===== src/design/tks_pkg.sv =====
// tks_pkg: shared constants, operation codes and interface structs of the token scanner
// no dependencies; imported by tks_tables, tks_out_fifo, table_driven_token_scanner, tks_scan_checker and the testbench
`timescale 1ns / 1ps

package tks_pkg;

	localparam int STATES      = 256;
	localparam int CLASSES     = 16;
	localparam int MAX_INDICES = 64;

	localparam int SYM_W       = 8;
	localparam int ADDR_W      = 14;
	localparam int CLASS_DEPTH = 256;
	localparam int PAIR_DEPTH  = 256;
	localparam int TRANS_DEPTH = 16384;

	localparam int CLASS_AW = $clog2(CLASS_DEPTH);
	localparam int PAIR_AW  = $clog2(PAIR_DEPTH);
	localparam int TRANS_AW = $clog2(TRANS_DEPTH);
	localparam int CODE_AW  = $clog2(STATES);

	localparam int CFG_IDX_W = 2;
	localparam logic [CFG_IDX_W-1:0] CFG_START = 2'd0;
	localparam logic [CFG_IDX_W-1:0] CFG_ERROR = 2'd1;

	typedef enum logic [2:0] {
		OP_DATA     = 3'd0,
		OP_EOI      = 3'd1,
		OP_WR_CLASS = 3'd2,
		OP_WR_PAIR  = 3'd3,
		OP_WR_TRANS = 3'd4,
		OP_WR_CODE  = 3'd5
	} op_t;

	typedef struct packed {
		logic              en;
		op_t               op;
		logic [ADDR_W-1:0] addr;
		logic [SYM_W-1:0]  data;
	} tbl_wr_t;

	typedef struct packed {
		logic [CLASS_AW-1:0] class_addr;
		logic [PAIR_AW-1:0]  pair_addr;
		logic [TRANS_AW-1:0] trans_addr;
		logic [SYM_W-1:0]    code_state;
	} tbl_rd_t;

	typedef struct packed {
		logic [SYM_W-1:0] cls;
		logic [SYM_W-1:0] pair_idx;
		logic [SYM_W-1:0] next_state;
		logic [SYM_W-1:0] code;
	} tbl_rdata_t;

	typedef struct packed {
		logic [SYM_W-1:0] token_code;
		logic             rejected;
		logic             last;
	} res_t;

endpackage


===== src/design/tks_out_fifo.sv =====
// tks_out_fifo: four-entry result queue between the scan engine and the output stream
// depends on tks_pkg for the result struct
`timescale 1ns / 1ps

module tks_out_fifo
	import tks_pkg::*;
(
	input  logic clk,
	input  logic arst_n,
	input  logic push,
	input  res_t push_res,
	output logic room2,
	output logic out_valid,
	input  logic out_ready,
	output res_t out_res
);

	localparam int DEPTH = 4;
	localparam int PTR_W = $clog2(DEPTH);

	res_t             mem_q [DEPTH];
	logic [PTR_W-1:0] wr_ptr_q;
	logic [PTR_W-1:0] rd_ptr_q;
	logic [PTR_W:0]   count_q;
	logic             pop;

	assign out_valid = count_q != '0;
	assign out_res   = mem_q[rd_ptr_q];
	assign pop       = out_valid && out_ready;
	assign room2     = count_q <= (PTR_W+1)'(DEPTH - 2);

	always_ff @(posedge clk) begin
		if (push)
			mem_q[wr_ptr_q] <= push_res;
	end

	always_ff @(posedge clk or negedge arst_n) begin
		if (!arst_n) begin
			wr_ptr_q <= '0;
			rd_ptr_q <= '0;
			count_q  <= '0;
		end else begin
			if (push)
				wr_ptr_q <= wr_ptr_q + 1'b1;
			if (pop)
				rd_ptr_q <= rd_ptr_q + 1'b1;
			case ({push, pop})
				2'b10:   count_q <= count_q + 1'b1;
				2'b01:   count_q <= count_q - 1'b1;
				default: count_q <= count_q;
			endcase
		end
	end

	a_no_overflow: assert property (@(posedge clk) disable iff (!arst_n)
		push |-> count_q < (PTR_W+1)'(DEPTH))
		else $error("result queue overflow");

	a_pop_drains: assert property (@(posedge clk) disable iff (!arst_n)
		(pop && !push) |=> count_q == $past(count_q) - 1'b1)
		else $error("result queue count lost a transfer");

endmodule


===== config.mk =====
export PLATFORM = sky130hd
export DESIGN_NAME = tks_out_fifo
export DESIGN_NICKNAME = d
export VERILOG_FILES = /design/src/design/tks_pkg.sv /design/src/design/tks_out_fifo.sv
export SDC_FILE = /design/constraint.sdc
export NUM_CORES = 1
export LEC_CHECK = 0
export ABC_CLOCK_PERIOD_IN_PS = 2660
export BUFFER_PORTS_ARGS = -buffer_cell sky130_fd_sc_hd__buf_4
export CAP_MARGIN = 20
export CORE_MARGIN = 4
export CORE_UTILIZATION = 35
export DETAILED_ROUTE_END_ITERATION = 7
export PLACE_DENSITY_LB_ADDON = 0.25
export SYNTH_ARGS = -nofsm -noshare
export SYNTH_HDL_FRONTEND = slang
export SYNTH_SLANG_ARGS = --single-unit

===== constraint.sdc =====
create_clock -name clk -period 2.66 [get_ports clk]
set_input_delay 0.532 -clock clk [delete_from_list [all_inputs] [get_ports clk]]
set_output_delay 0.532 -clock clk [all_outputs]
set_load 0.03 [all_outputs]

==> results by group, run 1 <==
Run status
  • Outcome: complete, no violations

Die
  • Core box area: 5110 sq um
  • Die H: 80.8 um
  • Initial Utilization: 36.3%
  • # rows: 26
  • Ports: 26
  • Die area: 6530 sq um
  • Die X: 80.8 um

Critical path
  • CP top delay family: flip-flops
  • Slowest Stage Delay on Critical Path: 550 ps
  • CP most frequent cell: buf_4
  • Worst path cell trace: buf_4 -> mux4_2 -> buf_4
  • R2r worst-path depth: 7
  • CP Data Arrival Time: 1780 ps
  • Worst-path fanout max: 7
  • Crit start category: register
  • Crit path max-delay cell type: dfrtp_1
  • Worst path bufs/invs: 2
  • Worst Setup End Kind: output port
  • Cell count along the critical path: 3
  • Critical path type: reg2out
  • WP data required: 2130 ps

Yosys
  • Syn_area_per_cell: 20.8 sq um
  • Post-Syn Nets: 109
  • Seq/Total Area, Yosys: 74.2%
  • Post-Syn Area: 1850 sq um
  • Synthesized netlist cell count: 89
  • #FFs+latches synth: 47
  • Ys Warns: 0
  • Post-synth cell types: 19

Pwr
  • Comb pwr share: 36.8%
  • Net load switching power: 0.851 mW
  • Clock power frac: 18.1%
  • Leakage: 0.820 nW
  • Sequential share of power: 45.1%
  • Internal Power: 1.60 mW
  • Worst VDD drop: 0.483 mV
  • Pwr Density: 1100 nW/um^2
  • Switching Share: 34.7%

Finish
  • Layout cells sized above 1: 34.7%
  • Nets: 140
  • Layout Utilization: 43.5%
  • Footprint of the multi-input gates: 439 sq um
  • Synthesis-to-finish area growth: 19.7%
  • Register area: 1380 sq um
  • Ant. Diodes: 0
  • Fill cells: 444

Clock tree
  • Post-CTS sizing: 0
  • Worst-Skew Late Latency: 300 ps
  • H-tree depth: 2
  • CTS tree: done
  • Cts hold-fix bufs: 0
  • Clock Path Buffers: 2
  • CTS Root Cell: clkbuf_8
  • CTS sink cnt: 47
  • Clock transition at path regs: 90 ps
  • Postcts setup bufs: 0
  • Cts bufs inserted: 5

Worst hold path
  • Worst min path class: in2async

Placement
  • Port Buf Inserts: 25
  • Dpl hpwl: 1920 um
  • Gp weighted congestion: 0.701

Route
  • Drt total wl: 2830 um
  • Post-DR vias/cell: 4.44
  • Routed Antenna Nets: 0
  • DR vias: 848
  • Iter 0 DRT Violations: 38
  • WL/cell: 14.8 um
  • Residual DRC: 0
  • DR pass1 iterations: 3

Timing
  • Relative slew slack: 62.4%
  • RSZ-0062 raised after global routing: no
  • Final setup violation count: 0
  • Fin. Hold Viols: 0
  • Final worst-path cycle share: 86.9%
  • Final min period: 2310 ps
  • Maximum clock frequency: 0.432 GHz
  • Clock skew: 9.33 ps
  • Slew @ Worst Pin: 563 ps
  • Setup TNS: 0 ps
  • Slew Viols, Final: 0

GRT
  • GRT Util Overall: 9.50%
  • Wire length of the first global-routing pass: 4350 um
  • Largest net degree at the start of global routing: 16
  • Initial antenna violation count: 0
  • Number of global-route vias before repair: 875
  • GRT overflow: 0

Job
  • Max_cap viols: 0
logic make-up (layout without fill, tap and decap cells):
| family | Yosys count | count (layout) | share of synthesized area [%] |
|---|---|---|---|
| AOI/OAI and AO/OA | 3 | 3 | 1.01 |
| xor gates and xnor gates | 6 | 6 | 2.83 |
| adders and majority gates | 6 | 6 | 4.45 |
| buffers and inverters | 8 | 40 | 2.09 |
| DFF | 47 | 47 | 74.2 |
| muxes | 11 | 11 | 13.1 |
| and+or+nand+nor | 8 | 8 | 2.29 |
synth_stat cells (all sizes together):
cell type / count / area, sq um
edfxtp: 40 / 1200
and2: 4 / 25.0
inv: 6 / 22.5
xnor2: 2 / 17.5
a21oi: 1 / 5.00
mux4: 10 / 233
o21ai: 1 / 5.00
o31a: 1 / 8.76
buf: 2 / 16.3
fa: 1 / 20.0
or3: 1 / 6.26
nor2: 1 / 3.75
xor2: 4 / 35.0
nand2: 2 / 7.51
dfrtp: 7 / 175
ha: 5 / 62.6
mux2i: 1 / 10.0
registers in the layout, indices dropped and copies added, names as in the netlist:
signal	cells
mem_q	40
count_q	3
rd_ptr_q	2
wr_ptr_q	2
cells in the final DEF (no fill, tap or decap), drive strengths merged:
master,synthesis,final
o21ai,1,1
and2,4,4
a21oi,1,1
clkbuf,0,6
clkinvlp,0,1
fa,1,1
nand2,2,2
clkinv,0,1
buf,2,26
o31a,1,1
inv,6,6
nor2,1,1
ha,5,5
dfrtp,7,7
xnor2,2,2
xor2,4,4
mux4,10,10
edfxtp,40,40
or3,1,1
mux2i,1,1
power by group through the flow:
| stage | Clock, mW | Combinational, mW | Sequential, mW |
|---|---|---|---|
| 2_1_floorplan | 0 | 0.691 | 1.06 |
| 3_3_place_gp | 0 | 0.906 | 1.12 |
| 3_5_place_dp | 0 | 0.916 | 1.12 |
| 4_1_cts | 0.460 | 0.921 | 1.11 |
| 5_1_grt | 0.487 | 0.973 | 1.13 |
| 6_report | 0.444 | 0.901 | 1.10 |
cell type report:
cell class              instances  share of cell area, %
well taps                      70                   3.95
clock buffers                   6                   3.72
multi-input cells              34                   19.8
clock inverters                 2                  0.733
flip-flops and latches         47                   62.0
repair buffers                 26                   8.79
inverters                       6                   1.01
worst paths after layout:
kind	start	endpoint	slack, ps
setup reg to reg	count_q[0]	count_q[2]	840
hold / removal	arst_n	rd_ptr_q[0]	30
setup / recovery	rd_ptr_q[0]	out_res[5]	350
hold reg to reg	count_q[2]	count_q[2]	530
max in group asynchronous	arst_n	wr_ptr_q[0]	2500
min in group clk	push_res[9]	mem_q[3][9]	430
per-stage QoR:
stage               area, sq um  setup WS (ps)  power, mW  cells  hold slack [ps]
floorplan                  1850            909       1.75     89              236
global placement           2120            653       2.02    183              350
detailed placement         2120            657       2.04    183              354
CTS                        2220            318       2.49    191             20.8
global route               2220            241       2.59    191             19.8
finish                     2220            348       2.45    191             28.6
per-layer routing:
layer  global-route usage [%]  part of all wire [%]  wire (um)
met1                     12.0                    44       1240
met4                     5.57                   2.5         72
met5                        0                     0          0
met3                     3.22                   6.7        190
met2                     14.2                    47       1330
No activity file was read; power rests on OpenSTA's default activity.
==> run 2, diff against run 1 <==
--- a/config.mk
+++ b/config.mk
@@ -9,9 +9,9 @@
 export BUFFER_PORTS_ARGS = -buffer_cell sky130_fd_sc_hd__buf_4
 export CAP_MARGIN = 20
 export CORE_MARGIN = 4
-export CORE_UTILIZATION = 35
+export CORE_UTILIZATION = 25
 export DETAILED_ROUTE_END_ITERATION = 7
-export PLACE_DENSITY_LB_ADDON = 0.25
+export PLACE_DENSITY = 0.5
 export SYNTH_ARGS = -nofsm -noshare
 export SYNTH_HDL_FRONTEND = slang
 export SYNTH_SLANG_ARGS = --single-unit
==> run 2 against run 1 <==
Net effect:
- routed wire length up 10%
- highest routed layer unchanged
- critical path type unchanged
- non-clock buffer count unchanged
- critical endpoint is now out_res[6]
- cell count up 15%
==> results by group, run 2 (synthesis results as in run 1) <==
Run status
  • Outcome: complete, no violations (unchanged)

Die
  • Die H: 94.1 um (was 80.8 um)
  • Core box area: 7210 sq um (was 5110 sq um)
  • # rows: 31 (was 26)
  • Die area: 8860 sq um (was 6530 sq um)
  • Initial Utilization: 25.7% (was 36.3%)
  • Ports: 26 (unchanged)
  • Die X: 94.1 um (was 80.8 um)

Route
  • Iter 0 DRT Violations: 36 (was 38)
  • WL/cell: 14.1 um (was 14.8 um)
  • Routed Antenna Nets: 0 (unchanged)
  • DR vias: 880 (was 848)
  • Residual DRC: 0 (unchanged)
  • DR pass1 iterations: 3 (unchanged)
  • DRT met1 WL: 1260 um (was 1240 um)
  • Post-DR vias/cell: 4.00 (was 4.44)
  • WL met3: 206 um (was 190 um)
  • DR top layer: met4 (unchanged)
  • Drt total wl: 3110 um (was 2830 um)
  • Met2 wire length: 1610 um (was 1330 um)

Timing
  • Final min period: 2310 ps (about the same)
  • PnR worst setup slack: 353 ps (was 348 ps)
  • Maximum clock frequency: 0.433 GHz (was 0.432 GHz)
  • Clock skew: 3.25 ps (was 9.33 ps)
  • Relative slew slack: 61.3% (was 62.4%)
  • Final setup violation count: 0 (unchanged)
  • RSZ-0062 raised after global routing: no (unchanged)
  • Final worst-path cycle share: 86.7% (was 86.9%)
  • Slew @ Worst Pin: 580 ps (was 563 ps)
  • Hold WS: 44.5 ps (was 28.6 ps)
  • Fin. Hold Viols: 0 (unchanged)
  • Slew Viols, Final: 0 (unchanged)
  • Setup TNS: 0 ps (unchanged)

Finish
  • Ant. Diodes: 0 (unchanged)
  • Fill cells: 738 (was 444)
  • Layout Cells excl Fill: 220 (was 191)
  • Biggest register: mem_q (unchanged)
  • Commonest non-fill, non-tap cell in the layout: edfxtp_1 (unchanged)
  • Commonest non-fill, non-tap cells in the layout: edfxtp_1 (40), buf_4 (26), mux4_2 (8) (unchanged)
  • Synthesis-to-finish area growth: 21.7% (was 19.7%)
  • Largest register FFs: 40 (unchanged)
  • Layout cells sized above 1: 33.9% (was 34.7%)
  • Largest regs: mem_q: 40 flops, count_q: 3 flops (unchanged)
  • Nets: 140 (unchanged)

Critical path
  • CP Data Arrival Time: 1780 ps (about the same)
  • CP most frequent cell: buf_4 (unchanged)
  • Worst path cell trace: buf_4 -> mux4_1 -> buf_4 (was buf_4 -> mux4_2 -> buf_4)
  • R2r worst-path depth: 7 (unchanged)
  • R2R Setup Slk: 850 ps (was 840 ps)
  • Worst-path fanout max: 8 (was 7)
  • WP data required: 2130 ps (about the same)
  • Slowest Stage Delay on Critical Path: 570 ps (was 550 ps)
  • Worst Setup End Kind: output port (unchanged)
  • Crit Reg-Reg Startpoint: count_q[0] (unchanged)
  • Crit start category: register (unchanged)
  • Capturing point of the worst reg2reg path: count_q[2] (unchanged)
  • Critical path type: reg2out (unchanged)
  • Crit path max-delay cell type: mux4_1 (was dfrtp_1)

Clock tree
  • Cts hold-fix bufs: 0 (unchanged)
  • CTS tree: done (unchanged)
  • Cts bufs inserted: 5 (unchanged)
  • CTS sink cnt: 47 (unchanged)
  • Worst-Skew Late Latency: 290 ps (was 300 ps)
  • Post-CTS sizing: 0 (unchanged)
  • CTS Root Cell: clkbuf_8 (unchanged)
  • Clock transition at path regs: 70 ps (was 90 ps)
  • H-tree depth: 2 (unchanged)
  • Postcts setup bufs: 0 (unchanged)
  • Clock Path Buffers: 2 (unchanged)

Job
  • Max_cap viols: 0 (unchanged)

Pwr
  • Internal Power: 1.63 mW (was 1.60 mW)
  • Worst VDD drop: 0.366 mV (was 0.483 mV)
  • Net load switching power: 0.839 mW (was 0.851 mW)
  • Total chip power: 2.47 mW (was 2.45 mW)
  • Switching Share: 34.0% (was 34.7%)
  • Comb pwr share: 37.3% (was 36.8%)
  • Sequential share of power: 44.6% (was 45.1%)
  • Clock power frac: 18.1% (about the same)
  • Pwr Density: 1090 nW/um^2 (was 1100 nW/um^2)
  • Leakage: 0.824 nW (was 0.820 nW)

Placement
  • Dpl hpwl: 2200 um (was 1920 um)
  • Pre-CTS setup slack: 633 ps (was 657 ps)
  • Gp weighted congestion: 0.641 (was 0.701)
  • Port Buf Inserts: 25 (unchanged)
  • Inst Count DP: 212 (was 183)

GRT
  • Largest net degree at the start of global routing: 14 (was 16)
  • Wire length of the first global-routing pass: 4930 um (was 4350 um)
  • GRT Util Overall: 7.58% (was 9.50%)
  • Initial antenna violation count: 0 (unchanged)
  • Number of global-route vias before repair: 957 (was 875)
  • GRT overflow: 0 (unchanged)

Worst hold path
  • Worst min path class: in2async (unchanged)
run 2: power by group through the flow:
stage               combinational (mW)  clock, mW  sequential [mW]
floorplan                        0.691          0             1.06
global placement                 0.926          0             1.11
detailed placement               0.945          0             1.12
CTS                              0.945      0.464             1.11
global route                     0.999      0.490             1.12
finish                           0.918      0.446             1.10
run 2: how the worst max path moves through the flow:
stage	start	endpoint	slack (ps)
final	rd_ptr_q[0]	out_res[6]	350
after global routing	rd_ptr_q[0]	out_res[6]	240
after CTS	rd_ptr_q[0]	out_res[6]	300
after detailed placement	rd_ptr_q[0]	out_res[6]	630
after global placement	rd_ptr_q[0]	out_res[6]	640
after floorplan	out_ready	count_q[2]	910
run 2: layer usage:
layer  vias to the layer above  GRT usage [%]
met4                         0           3.61
met5                         -              0
met2                        24           13.0
met3                         4           3.37
li1                        403              -
met1                       449           7.92
run 2: cell type report:
type	count	area (sq um)	share of cell area [%]
inverters	6	22.5	0.998
clock buffers	8	100	4.43
flip-flops and latches	47	1380	61.0
well taps	99	124	5.49
multi-input cells	34	439	19.5
repair buffers	26	195	8.65
run 2: per-stage QoR:
| stage | cell area (sq um) | util, % |
|---|---|---|
| 2_1_floorplan | 1850 | - |
| 3_3_place_gp | 2160 | 29.9 |
| 3_5_place_dp | 2160 | 29.9 |
| 4_1_cts | 2260 | 31.3 |
| 5_1_grt | 2260 | 31.3 |
| 6_report | 2260 | 31.3 |
run 2: critical path: cells and delay by family, from the launching register on:
| kind | cells | cell delay [ps] |
|---|---|---|
| mux | 1 | 570 |
| flops | 1 | 470 |
| buf+inv | 2 | 450 |
